===== config.mk =====
export PLATFORM = sky130hd
export DESIGN_NAME = http_response_header_stripper
export DESIGN_NICKNAME = d
export VERILOG_FILES = /design/src/design/hrhs_pkg.sv /design/src/design/hrhs_front.sv /design/src/design/hrhs_queue.sv /design/src/design/hrhs_back.sv /design/src/design/http_response_header_stripper.sv
export SDC_FILE = /design/constraint.sdc
export NUM_CORES = 1
export LEC_CHECK = 0
export BUFFER_PORTS_ARGS = -buffer_cell sky130_fd_sc_hd__buf_2
export CORE_ASPECT_RATIO = 1.1
export CORE_MARGIN = 8
export CORE_UTILIZATION = 35
export DETAILED_ROUTE_END_ITERATION = 16
export PLACE_DENSITY = 0.61
export SLEW_MARGIN = 10
export SYNTH_ARGS = -nofsm -noshare
export SYNTH_HDL_FRONTEND = slang
export SYNTH_SLANG_ARGS = --single-unit
export TNS_END_PERCENT = 1

===== constraint.sdc =====
create_clock -name clk -period 5.55 [get_ports clk]
set_clock_uncertainty 0.05 [all_clocks]
set_input_delay 0.555 -clock clk [delete_from_list [all_inputs] [get_ports clk]]
set_output_delay 0.555 -clock clk [all_outputs]
set_load 0.02 [all_outputs]

===== src/design/hrhs_pkg.sv =====
// ----------------------------------------------------------------------------
// HTTP response header stripper: shared package
// Payload types, queue entry type, codes and constants that the front,
// the queue and the back of the stripper share.
// ----------------------------------------------------------------------------
package hrhs_pkg;

  localparam int unsigned CAP_W          = 20;
  localparam int unsigned STATUS_W       = 16;
  localparam logic [CAP_W-1:0] CAPACITY_RESET = 20'd65536;
  localparam int unsigned QUEUE_DEPTH_DEF = 4;

  localparam logic [7:0] ASCII_CR    = 8'h0D;
  localparam logic [7:0] ASCII_LF    = 8'h0A;
  localparam logic [7:0] ASCII_SPACE = 8'h20;
  localparam logic [7:0] ASCII_ZERO  = 8'h30;

  localparam logic [STATUS_W-1:0] WEIGHT_HUNDREDS = 16'd100;
  localparam logic [STATUS_W-1:0] WEIGHT_TENS     = 16'd10;

  // Result kinds.
  localparam logic KIND_BODY    = 1'b0;
  localparam logic KIND_SUMMARY = 1'b1;

  // Summary error codes.
  typedef enum logic [1:0] {
    ERR_OK       = 2'd0,
    ERR_NO_BYTES = 2'd1,
    ERR_NO_DELIM = 2'd2
  } hrhs_err_t;

  // Status field tracker, one-hot.
  typedef enum logic [5:0] {
    PH_SEEK_SPACE = 6'b000001,
    PH_DIGIT1     = 6'b000010,
    PH_DIGIT2     = 6'b000100,
    PH_DIGIT3     = 6'b001000,
    PH_NEED_MORE  = 6'b010000,
    PH_VALID      = 6'b100000
  } hrhs_phase_t;

  // Header delimiter matcher, one-hot: bytes of CR LF CR LF seen so far.
  typedef enum logic [3:0] {
    DLM_NONE     = 4'b0001,
    DLM_CR       = 4'b0010,
    DLM_CRLF     = 4'b0100,
    DLM_CRLFCR   = 4'b1000
  } hrhs_dlm_t;

  typedef struct packed {
    logic [7:0] data_byte;
    logic       byte_present;
    logic       end_of_response;
  } hrhs_in_t;

  typedef struct packed {
    logic                       kind;
    logic [7:0]                 body_byte;
    logic signed [STATUS_W-1:0] status_code;
    logic [1:0]                 error_code;
    logic [CAP_W-1:0]           body_length;
    logic                       last_result;
  } hrhs_out_t;

  // One queue entry: the results that one accepted item causes.
  typedef struct packed {
    logic                has_byte;
    logic                has_sum;
    logic [7:0]          body_byte;
    logic [STATUS_W-1:0] status_code;
    logic [1:0]          error_code;
    logic [CAP_W-1:0]    body_length;
  } hrhs_entry_t;

endpackage


===== src/design/hrhs_front.sv =====
// ----------------------------------------------------------------------------
// HTTP response header stripper: front
// Accepts response bytes, tracks capacity, the header delimiter and the
// status field, and pushes one entry per item that causes results.
// ----------------------------------------------------------------------------
module hrhs_front
  import hrhs_pkg::*;
(
  input  logic                 clk,
  input  logic                 rst_n,
  input  logic                 cfg_wr_en,
  input  logic [CAP_W-1:0]     cfg_wr_data,
  input  logic                 in_valid,
  output logic                 in_stall,
  input  hrhs_in_t             in_item,
  input  logic                 q_full,
  output logic                 q_push,
  output hrhs_entry_t          q_entry
);

  logic [CAP_W-1:0]    capacity_r;
  logic [CAP_W-1:0]    byte_count_r, byte_count_nxt;
  logic [CAP_W-1:0]    body_count_r, body_count_nxt;
  logic                in_body_r, in_body_nxt;
  hrhs_dlm_t           dlm_r, dlm_nxt;
  hrhs_phase_t         phase_r, phase_nxt;
  logic [STATUS_W-1:0] acc_r, acc_nxt;

  logic                accept;
  logic                take_byte;
  logic                emit_body;
  logic [STATUS_W-1:0] digit_v;
  logic [7:0]          b;

  assign in_stall  = q_full;
  assign accept    = in_valid & ~q_full;
  assign b         = in_item.data_byte;
  assign take_byte = accept & in_item.byte_present & (byte_count_r < capacity_r);
  assign emit_body = take_byte & in_body_r;
  assign digit_v   = STATUS_W'({8'h00, b}) - STATUS_W'({8'h00, ASCII_ZERO});

  // Per-byte state update; the clear that follows a summary is done in the state register.
  always_comb begin
    byte_count_nxt = byte_count_r;
    body_count_nxt = body_count_r;
    in_body_nxt    = in_body_r;
    dlm_nxt        = dlm_r;
    phase_nxt      = phase_r;
    acc_nxt        = acc_r;

    if (take_byte) begin
      byte_count_nxt = byte_count_r + CAP_W'(1);

      // Status digits follow the first space.
      unique case (phase_r)
        PH_SEEK_SPACE: begin
          if (b == ASCII_SPACE) phase_nxt = PH_DIGIT1;
        end
        PH_DIGIT1: begin
          acc_nxt   = STATUS_W'(digit_v * WEIGHT_HUNDREDS);
          phase_nxt = PH_DIGIT2;
        end
        PH_DIGIT2: begin
          acc_nxt   = acc_r + STATUS_W'(digit_v * WEIGHT_TENS);
          phase_nxt = PH_DIGIT3;
        end
        PH_DIGIT3: begin
          acc_nxt   = acc_r + digit_v;
          phase_nxt = PH_NEED_MORE;
        end
        PH_NEED_MORE: begin
          phase_nxt = PH_VALID;
        end
        PH_VALID: begin
          phase_nxt = PH_VALID;
        end
        default: begin
          phase_nxt = phase_r;
        end
      endcase

      if (in_body_r) begin
        body_count_nxt = body_count_r + CAP_W'(1);
      end else begin
        // Header delimiter matching.
        if (b == ASCII_CR) begin
          dlm_nxt = (dlm_r == DLM_CRLF) ? DLM_CRLFCR : DLM_CR;
        end else if (b == ASCII_LF) begin
          if (dlm_r == DLM_CR) begin
            dlm_nxt = DLM_CRLF;
          end else if (dlm_r == DLM_CRLFCR) begin
            dlm_nxt     = DLM_NONE;
            in_body_nxt = 1'b1;
          end else begin
            dlm_nxt = DLM_NONE;
          end
        end else begin
          dlm_nxt = DLM_NONE;
        end
      end
    end
  end

  // Queue entry for this item.
  always_comb begin
    q_entry             = '0;
    q_entry.has_byte    = emit_body;
    q_entry.has_sum     = in_item.end_of_response;
    q_entry.body_byte   = b;
    q_entry.error_code  = ERR_OK;
    if (byte_count_nxt == '0) begin
      q_entry.error_code = ERR_NO_BYTES;
    end else if (!in_body_nxt) begin
      q_entry.error_code = ERR_NO_DELIM;
    end else begin
      q_entry.body_length = body_count_nxt;
      q_entry.status_code = (phase_nxt == PH_VALID) ? acc_nxt : '0;
    end
  end

  assign q_push = accept & (emit_body | in_item.end_of_response);

  // Response state; a summary returns it to reset values.
  always_ff @(posedge clk) begin
    if (!rst_n) begin
      capacity_r   <= CAPACITY_RESET;
      byte_count_r <= '0;
      body_count_r <= '0;
      in_body_r    <= 1'b0;
      dlm_r        <= DLM_NONE;
      phase_r      <= PH_SEEK_SPACE;
      acc_r        <= '0;
    end else begin
      if (cfg_wr_en) begin
        capacity_r <= cfg_wr_data;
      end
      if (accept && in_item.end_of_response) begin
        byte_count_r <= '0;
        body_count_r <= '0;
        in_body_r    <= 1'b0;
        dlm_r        <= DLM_NONE;
        phase_r      <= PH_SEEK_SPACE;
        acc_r        <= '0;
      end else begin
        byte_count_r <= byte_count_nxt;
        body_count_r <= body_count_nxt;
        in_body_r    <= in_body_nxt;
        dlm_r        <= dlm_nxt;
        phase_r      <= phase_nxt;
        acc_r        <= acc_nxt;
      end
    end
  end

endmodule


===== src/design/hrhs_queue.sv =====
// ----------------------------------------------------------------------------
// HTTP response header stripper: entry queue
// Short register FIFO that decouples the front from the back.
// ----------------------------------------------------------------------------
module hrhs_queue
  import hrhs_pkg::*;
#(
  parameter int unsigned DEPTH = QUEUE_DEPTH_DEF
)
(
  input  logic        clk,
  input  logic        rst_n,
  input  logic        push,
  input  hrhs_entry_t push_entry,
  input  logic        pop,
  output hrhs_entry_t pop_entry,
  output logic        full,
  output logic        empty
);

  localparam int unsigned PTR_W = (DEPTH > 1) ? $clog2(DEPTH) : 1;
  localparam int unsigned CNT_W = $clog2(DEPTH + 1);

  hrhs_entry_t      slot_r [DEPTH];
  logic [PTR_W-1:0] wr_ptr_r, rd_ptr_r;
  logic [CNT_W-1:0] count_r;
  logic             do_push, do_pop;

  assign full      = (count_r == CNT_W'(DEPTH));
  assign empty     = (count_r == '0);
  assign do_push   = push & ~full;
  assign do_pop    = pop & ~empty;
  assign pop_entry = slot_r[rd_ptr_r];

  // Entry storage.
  always_ff @(posedge clk) begin
    if (do_push) begin
      slot_r[wr_ptr_r] <= push_entry;
    end
  end

  // Pointers and fill count.
  always_ff @(posedge clk) begin
    if (!rst_n) begin
      wr_ptr_r <= '0;
      rd_ptr_r <= '0;
      count_r  <= '0;
    end else begin
      if (do_push) begin
        wr_ptr_r <= (wr_ptr_r == PTR_W'(DEPTH - 1)) ? '0 : wr_ptr_r + PTR_W'(1);
      end
      if (do_pop) begin
        rd_ptr_r <= (rd_ptr_r == PTR_W'(DEPTH - 1)) ? '0 : rd_ptr_r + PTR_W'(1);
      end
      if (do_push && !do_pop) begin
        count_r <= count_r + CNT_W'(1);
      end else if (do_pop && !do_push) begin
        count_r <= count_r - CNT_W'(1);
      end
    end
  end

endmodule


===== src/design/hrhs_back.sv =====
// ----------------------------------------------------------------------------
// HTTP response header stripper: back
// Turns queue entries into result beats, a body byte ahead of the summary
// when one item causes both, through an output register.
// ----------------------------------------------------------------------------
module hrhs_back
  import hrhs_pkg::*;
(
  input  logic        clk,
  input  logic        rst_n,
  input  logic        q_empty,
  input  hrhs_entry_t q_entry,
  output logic        q_pop,
  output logic        out_valid,
  input  logic        out_stall,
  output hrhs_out_t   out_item
);

  logic        out_valid_r;
  hrhs_out_t   out_item_r, out_item_nxt;
  logic        pend_r;
  hrhs_entry_t pend_entry_r;
  logic        load;

  assign load  = ~out_valid_r | ~out_stall;
  assign q_pop = load & ~pend_r & ~q_empty;

  // Next result beat.
  always_comb begin
    out_item_nxt = '0;
    if (pend_r) begin
      out_item_nxt.kind        = KIND_SUMMARY;
      out_item_nxt.status_code = pend_entry_r.status_code;
      out_item_nxt.error_code  = pend_entry_r.error_code;
      out_item_nxt.body_length = pend_entry_r.body_length;
      out_item_nxt.last_result = 1'b1;
    end else if (q_entry.has_byte) begin
      out_item_nxt.kind        = KIND_BODY;
      out_item_nxt.body_byte   = q_entry.body_byte;
      out_item_nxt.last_result = ~q_entry.has_sum;
    end else begin
      out_item_nxt.kind        = KIND_SUMMARY;
      out_item_nxt.status_code = q_entry.status_code;
      out_item_nxt.error_code  = q_entry.error_code;
      out_item_nxt.body_length = q_entry.body_length;
      out_item_nxt.last_result = 1'b1;
    end
  end

  // Output register and the held summary.
  always_ff @(posedge clk) begin
    if (!rst_n) begin
      out_valid_r <= 1'b0;
      pend_r      <= 1'b0;
    end else if (load) begin
      out_valid_r <= pend_r | ~q_empty;
      if (pend_r) begin
        pend_r <= 1'b0;
      end else if (!q_empty) begin
        pend_r <= q_entry.has_byte & q_entry.has_sum;
      end
    end
  end

  always_ff @(posedge clk) begin
    if (load) begin
      out_item_r <= out_item_nxt;
    end
    if (q_pop) begin
      pend_entry_r <= q_entry;
    end
  end

  assign out_valid = out_valid_r;
  assign out_item  = out_item_r;

endmodule


===== src/design/http_response_header_stripper.sv =====
// ----------------------------------------------------------------------------
// HTTP response header stripper
// Strips the header of an HTTP response, passes body bytes on and reports
// status, body length and an error code at the end of each response.
// ----------------------------------------------------------------------------
//  Channel  Direction  Handshake           Beat
//  in_      input      in_valid/in_stall   one response byte and/or end mark
//  out_     output     out_valid/out_stall one body byte or one summary
//  cfg_     input      cfg_wr_en           capacity register write
//
// One input beat is taken per cycle while the entry queue has room.
// An item that carries both a body byte and the end mark needs two output
// beats, so a run of such items is limited by the output register to one
// result per cycle.
// Reset clears all response state and sets the capacity to 65536.
// Either side may stall on its own; the queue absorbs up to QUEUE_DEPTH items.
// ----------------------------------------------------------------------------
module http_response_header_stripper
  import hrhs_pkg::*;
#(
  parameter int unsigned QUEUE_DEPTH = QUEUE_DEPTH_DEF
)
(
  input  logic             clk,
  input  logic             rst_n,
  input  logic             cfg_wr_en,
  input  logic [CAP_W-1:0] cfg_wr_data,
  input  logic             in_valid,
  output logic             in_stall,
  input  hrhs_in_t         in_item,
  output logic             out_valid,
  input  logic             out_stall,
  output hrhs_out_t        out_item
);

  logic        q_full, q_empty, q_push, q_pop;
  hrhs_entry_t push_entry, pop_entry;

  // Front: accept and classify bytes.
  hrhs_front u_front (
    .clk         (clk),
    .rst_n       (rst_n),
    .cfg_wr_en   (cfg_wr_en),
    .cfg_wr_data (cfg_wr_data),
    .in_valid    (in_valid),
    .in_stall    (in_stall),
    .in_item     (in_item),
    .q_full      (q_full),
    .q_push      (q_push),
    .q_entry     (push_entry)
  );

  // Queue between front and back.
  hrhs_queue #(
    .DEPTH (QUEUE_DEPTH)
  ) u_queue (
    .clk        (clk),
    .rst_n      (rst_n),
    .push       (q_push),
    .push_entry (push_entry),
    .pop        (q_pop),
    .pop_entry  (pop_entry),
    .full       (q_full),
    .empty      (q_empty)
  );

  // Back: emit result beats.
  hrhs_back u_back (
    .clk       (clk),
    .rst_n     (rst_n),
    .q_empty   (q_empty),
    .q_entry   (pop_entry),
    .q_pop     (q_pop),
    .out_valid (out_valid),
    .out_stall (out_stall),
    .out_item  (out_item)
  );

endmodule


## Word level (Yosys, flattened, before mapping)

Memory sizes are Yosys's and may differ from the RTL's. A register that Yosys moved wholly into a read port is not among the register bits.
Index checks and enable logic that the tools add are counted.

| operators by class | value |
|---|---|
| add/subtract/negate cells | 9 |
| multiply operators | 2 |
| order comparisons | 1 |
| equal/unequal tests | 16 |
| multiplexer cells | 39 |
| bitwise operators | 22 |
| reduce and logical (&&, ||, !) cells | 12 |

Operators by type and width:

| kind | count |
|---|---|
| $mux 20 | 5 |
| $mux 16 | 4 |
| $pmux 16 s3 | 1 |
| $add 20x1->20 const B | 2 |
| $mux 39 | 1 |
| $mux 38 | 1 |
| $add 16x16->16 | 2 |
| $pmux 6 s5 | 1 |
| $logic_not 20->1 | 1 |
| $lt 20x20->1 | 1 |
| $eq 8x4->1 const B | 2 |
| $mul 16x3->15 const B | 1 |
| $mul 16x5->14 const B | 1 |
| $eq 6x6->1 const B | 2 |
| $mux 1 | 12 |
| $mux 2 | 6 |
| $mux 3 | 4 |
| $mux 6 | 2 |
| $and 1x1->1 | 10 |
| $not 1->1 | 9 |
| $sub 8x6->9 const B | 1 |
| $eq 8x6->1 const B | 1 |
| $mux 4 | 2 |
| $eq 6x1->1 const B | 1 |
| 19 further kinds | 28 |

| word-level totals | value |
|---|---|
| bits in registers | 182 |
| memory bits (writable) | 192 |
| bits of input ports | 35 |
| output and inout port bits | 50 |
| word-level logic and storage cells | 123 |
| memories kept | 1 |

Memories:

| memory | depth | width | rd ports | clocked after memory_dff | wr ports | RTL line | text |
|---|---|---|---|---|---|---|---|
| u_queue.slot_r | 4 | 48 | 1 | 1 | 1 | hrhs_queue.sv:24 | `hrhs_entry_t slot_r [DEPTH];` |

## Depth between registers and ports, before layout

| depth | value |
|---|---|
| word-level depth | 13 |
| mapped depth | 20 |
| depth with buffers taken out | 19 |

## Modules after synthesis

From an unflattened synthesis, not the netlist that was laid out.

| second synthesis, totals | value |
|---|---|
| cells, all modules | 1390 |
| area, all modules | 18141.1 sq um |

By module, submodules not included:

| module | instances | cells each | area an instance (sq um) | sequential area each (sq um) |
|---|---|---|---|---|
| hrhs_front | 1 | 933 | 7558.5 | 1741.7 |
| hrhs_queue | 1 | 301 | 7393.3 | 5945.7 |
| hrhs_back | 1 | 156 | 3189.3 | 2622.5 |

## Worst setup path before layout

OpenSTA, ideal clock, no wires.

| path | value |
|---|---|
| path kind | input to register |
| start | input in_item[6] (netlist bit) |
| end | register u_front.acc_r[14] |
| library setup time | 128 ps |
| data arrival time | 4599 ps |
| required time | 5372 ps |
| path slack | 773 ps |
| stages on the path | 11 |
| buffers on the path | 0 |
| path through | ha_1 -> nor3_1 -> inv_1 -> fa_1 -> fa_1 -> inv_1 -> ha_1 -> o41ai_1 -> xnor2_1 -> a221oi_1 -> o31ai_1 |

| on the way | value |
|---|---|
| cells in the longest elaborated chain, start to end | 5 |
| elaborated cells on any way between the ends | 7 |
| those cells by class | add/sub (3); mul (2); mux (2) |

RTL lines:

| item | RTL line | text |
|---|---|---|
| start: declaration | http_response_header_stripper.sv:30 | `input hrhs_in_t in_item,` |
| $sub 8x6->9 * | hrhs_front.sv:40 | `assign digit_v = STATUS_W'({8'h00, b}) - STATUS_W'({8'h00, ASCII_ZERO});` |
| $mul 16x3->15 | hrhs_front.sv:64 | `acc_nxt = acc_r + STATUS_W'(digit_v * WEIGHT_TENS);` |
| $add 16x16->16 | hrhs_front.sv:64 |  |
| $pmux 16 s3 * | hrhs_front.sv:55 | `unique case (phase_r)` |
| $mux 16 * | hrhs_front.sv:51 | `if (take_byte) begin` |
| end signal: assignment | hrhs_front.sv:150 | `acc_r <= acc_nxt;` |
| end: declaration | hrhs_front.sv:27 | `logic [STATUS_W-1:0] acc_r, acc_nxt;` |

Mark *: on every way between the ends. The rest lies on a longest branch, timed or not.
A chain may end at the register's enable or synchronous reset.

==> impl_metrics.yaml <==
synthesis:
  synth_edf_count: 278
  ys.warnings.count: 0
  synth_nets: 1679
  synth-seq-cells: 376
  synth_area_leader_cell: "edfxtp_1"
  yosys_most_used_dff: "edfxtp_1"
  yosysTopAreaCellShare_pct: 45.1
  yosysUniqueCellTypes: 76
  ys_seq_area_share_pct: 55.7
  yosys-top-cells-area: "edfxtp_1, dfxtp_1, ha_1, mux4_2, nand2_1"
  ys_async_sr_fraction_pct: 0
  synth.avg_cell_area_um2: 12.1
  syn_inst: 1528
  syn-cell-area_um2: 18500
power_and_ir_drop:
  ir_drop_mv: 0.173
  power_switching_share_pct: 29.4
  p_clk_share_pct: 32.5
  power.leakage_uw: 0.00751
  p_seq_share_pct: 45.3
  powerDensity_nw_per_um2: 389
  switching_power_uw: 2410
  pwr-share-comb_pct: 22.3
  p_int_uw: 5790
clocking:
  cts_made_buffers: 40
  path_clk_slew_ns: 0.06
  post_cts_resized: 0
  cts_setup_buffers: 0
  clock-sinks: 376
  root_buffer: "clkbuf_16"
  cts_hold_buf: 0
  h-tree-depth: 2
  clkLatencyLatePin_ns: 0.58
  clockBufferDepth: 3
  cts_tree: "built"
global_route:
  grt_start_max_net_pins: 79
  gr-total-overflow: 0
  grt_usage_pct: 13.1
  antenna_found_initial: 0
  grt_pass1_wl_um: 64700
  grt_pass1_vias: 12200
die:
  die_y_um: 257
  start_util_pct: 35.4
  io_pins: 85
  row_count: 88
  coreArea_um2: 52300
  die_w_um: 235
  dieArea_um2: 60500
sta:
  slew_headroom_pct: 33.0
  tightest_slew_ns: 0.997
  rsz0062_at_grt: "no"
  setup_violations: 0
  min_period_ns: 4.48
  tns_ns: 0
  worst_slack_ns: 1.07
  fmax_mhz: 223
  drv_slew: 0
  report.final.hold_viol_count: 0
  period_share_pct: 80.8
final_layout:
  antennaDiodeCount: 0
  area_growth_pct: 13.8
  fill_cells: 4900
  nets: 1758
  multiInputGateArea_um2: 7680
  drive_gt1_share_pct: 15.6
  regArea_um2: 10300
routing:
  drt_wl_total_um: 39500
  first_iter_violations: 663
  dr_wl_met2_um: 19200
  m1WireLength_um: 17400
  antenna_left: 0
  drc: 0
  wl_per_cell_um: 17.1
  viasPerCell: 5.12
  dr.max_layer_used: "met4"
  vias: 11800
  first_pass_iters: 7
  wl_met3_um: 1480
worst_setup_path:
  required_ns: 5.79
  slowest_delay_ns: 0.46
  crit_type: "input port to register"
  crit_cells: 20
  end_kind: "register"
  crit_chain: "buf_2 -> inv_1 -> ha_1 -> ha_1 -> ha_1 -> nor2b_1 -> o21ai_0 -> nand2b_1 -> a21o_1 -> a21oi_1 -> xnor2_1 -> ha_1 -> a21oi_1 -> nand2_1 -> a21oi_1 -> nor2_1 -> xnor2_1 -> o221ai_1 -> mux2i_1 -> nor4_1"
  crit_fanout: 8
  r2r.worst_path.cells: 12
  cpMostUsedCell: "ha_1"
  cp-start-kind: "input port"
  crit_family: "adder cells"
  slowest_stage: "ha_1"
  cp_data_arrival_time_ns: 4.73
  cp_num_buf_inv: 2
placement:
  gp_congestion: 0.874
  detailedPlace.worstSlack_ns: 0.509
  dp_hpwl_um: 27100
  port-buffer-count: 84
flow_run:
  maxCapViolCount: 0
hold_path:
  worstHoldPathType: "input port to register"
  hold_depth: 1
status:
  status: "finished, final reports clean"
layout by cell type, fill, tap and decap left out, types with 6 or more instances in the layout:
cell       synthesis  layout
edfxtp_1         278     278
nand2_1          145     143
nor2_1           120     120
ha_1             104     104
dfxtp_1           98      95
buf_2              6      84
o21ai_0           80      79
inv_1             67      67
xnor2_1           54      54
nor3_1            49      48
mux4_2            47      47
a21oi_1           43      43
clkbuf_16          0      40
nand3_1           36      36
nor2b_1           36      36
mux2i_1           33      33
xor2_1            28      28
nor4_1            26      26
buf_4              1      19
a21o_1            17      17
nor3_2            11      12
or3_1             12      12
fa_1              12      12
nand4_1           11      11
and3_1            10      10
clkinv_1           0      10
nand2b_1           9       9
or2_2              8       8
nor3b_1            7       7
a31oi_1            7       6
o2111ai_1          6       6
and2_1            10       6
a211oi_1           6       6
o211ai_1           6       6
and4_1             6       6
a222oi_1           6       6
clkinv_2           0       6
logic make-up (layout without fill, tap and decap cells):
kind of cell / after synthesis / in the layout / share of synthesized area [%]
compound gates: 222 / 222 / 7.66
flops: 376 / 376 / 55.7
simple gates: 512 / 512 / 13.7
fa+ha+maj: 116 / 116 / 8.33
mux: 83 / 83 / 7.69
buf+inv: 137 / 247 / 2.97
xor+xnor: 82 / 82 / 3.88
state kept, by name, indices dropped and copies added, names as in the netlist, named ones only:
name                  cells
u_queue.slot_r          192
u_queue.count_r           3
u_front.capacity_r       20
u_front.phase_r           6
u_front.body_count_r     20
u_front.acc_r            16
u_back.out_valid          1
u_back.pend_r             1
u_back.pend_entry_r      38
u_front.byte_count_r     20
u_front.dlm_r             4
u_queue.wr_ptr_r          2
u_back.out_item          48
u_front.in_body_r         1
u_queue.rd_ptr_r          2
worst reg2reg max path, cell delays in order, from the launching register on:
cell and delay (ns):
dfxtp_1 0.53, ha_1 0.29, and2_0 0.16, a221oi_1 0.27
o21ai_0 0.25, o21ai_1 0.21, buf_4 0.18, nand2_1 0.18
buf_4 0.26, o41a_1 0.47, nor4b_4 0.27, buf_4 0.47
nor4_1 0.26
metrics by stage:
stage / instances / utilization [%] / hold WS (ns) / power [uW] / area (um2)
2_1_floorplan: 1528 / - / 0.391 / 5070 / 18500
6_report: 2313 / 40.3 / 0.162 / 8200 / 21100
4_1_cts: 2313 / 40.3 / 0.137 / 8330 / 21100
5_1_grt: 2313 / 40.3 / 0.154 / 8630 / 21100
3_3_place_gp: 2240 / 37.7 / 0.409 / 5600 / 19700
3_5_place_dp: 2240 / 37.7 / 0.414 / 5650 / 19700
metal layers:
layer	up-vias	track usage, %
met4	0	5.74
li1	5815	-
met1	5748	16.2
met5	-	0
met3	72	1.96
met2	214	22.5
Yosys cell counts, types with 28 or more instances:
cell      instances
dfxtp_1          98
nand2_1         145
mux4_2           47
xor2_1           28
nor2_1          120
ha_1            104
clkbuf_1         54
o21ai_0          80
mux2i_1          33
inv_1            67
nand3_1          36
nor3_1           49
a21oi_1          43
nor2b_1          36
xnor2_1          54
edfxtp_1        278
area by class of cell:
type | count | share of cell area, %
Clock buffer | 43 | 4.86
Clock inverter | 30 | 1.39
Inverter | 67 | 1.19
Multi-Input combinational cell | 1015 | 36.5
Sequential cell | 376 | 49.0
Tap cell | 675 | 4.01
Timing Repair Buffer | 107 | 3.05
path summary, 6_finish.rpt:
path	slack, ns	to	start
min	0.16	u_queue.slot_r[0][46]	in_item[0]
min reg2reg	0.42	u_front.dlm_r[3]	u_front.dlm_r[3]
max reg2reg	1.37	u_queue.slot_r[3][28]	u_front.byte_count_r[6]
max	1.07	u_queue.slot_r[2][33]	in_item[6]
power by group through the flow:
stage	clock network, uW	registers (uW)	logic, uW
final	2660	3710	1820
after floorplan	0	3930	1140
after CTS	2740	3720	1870
after detailed placement	0	3780	1870
after global routing	2840	3760	2030
after global placement	0	3760	1840
Power figures use the tool's default switching activity.
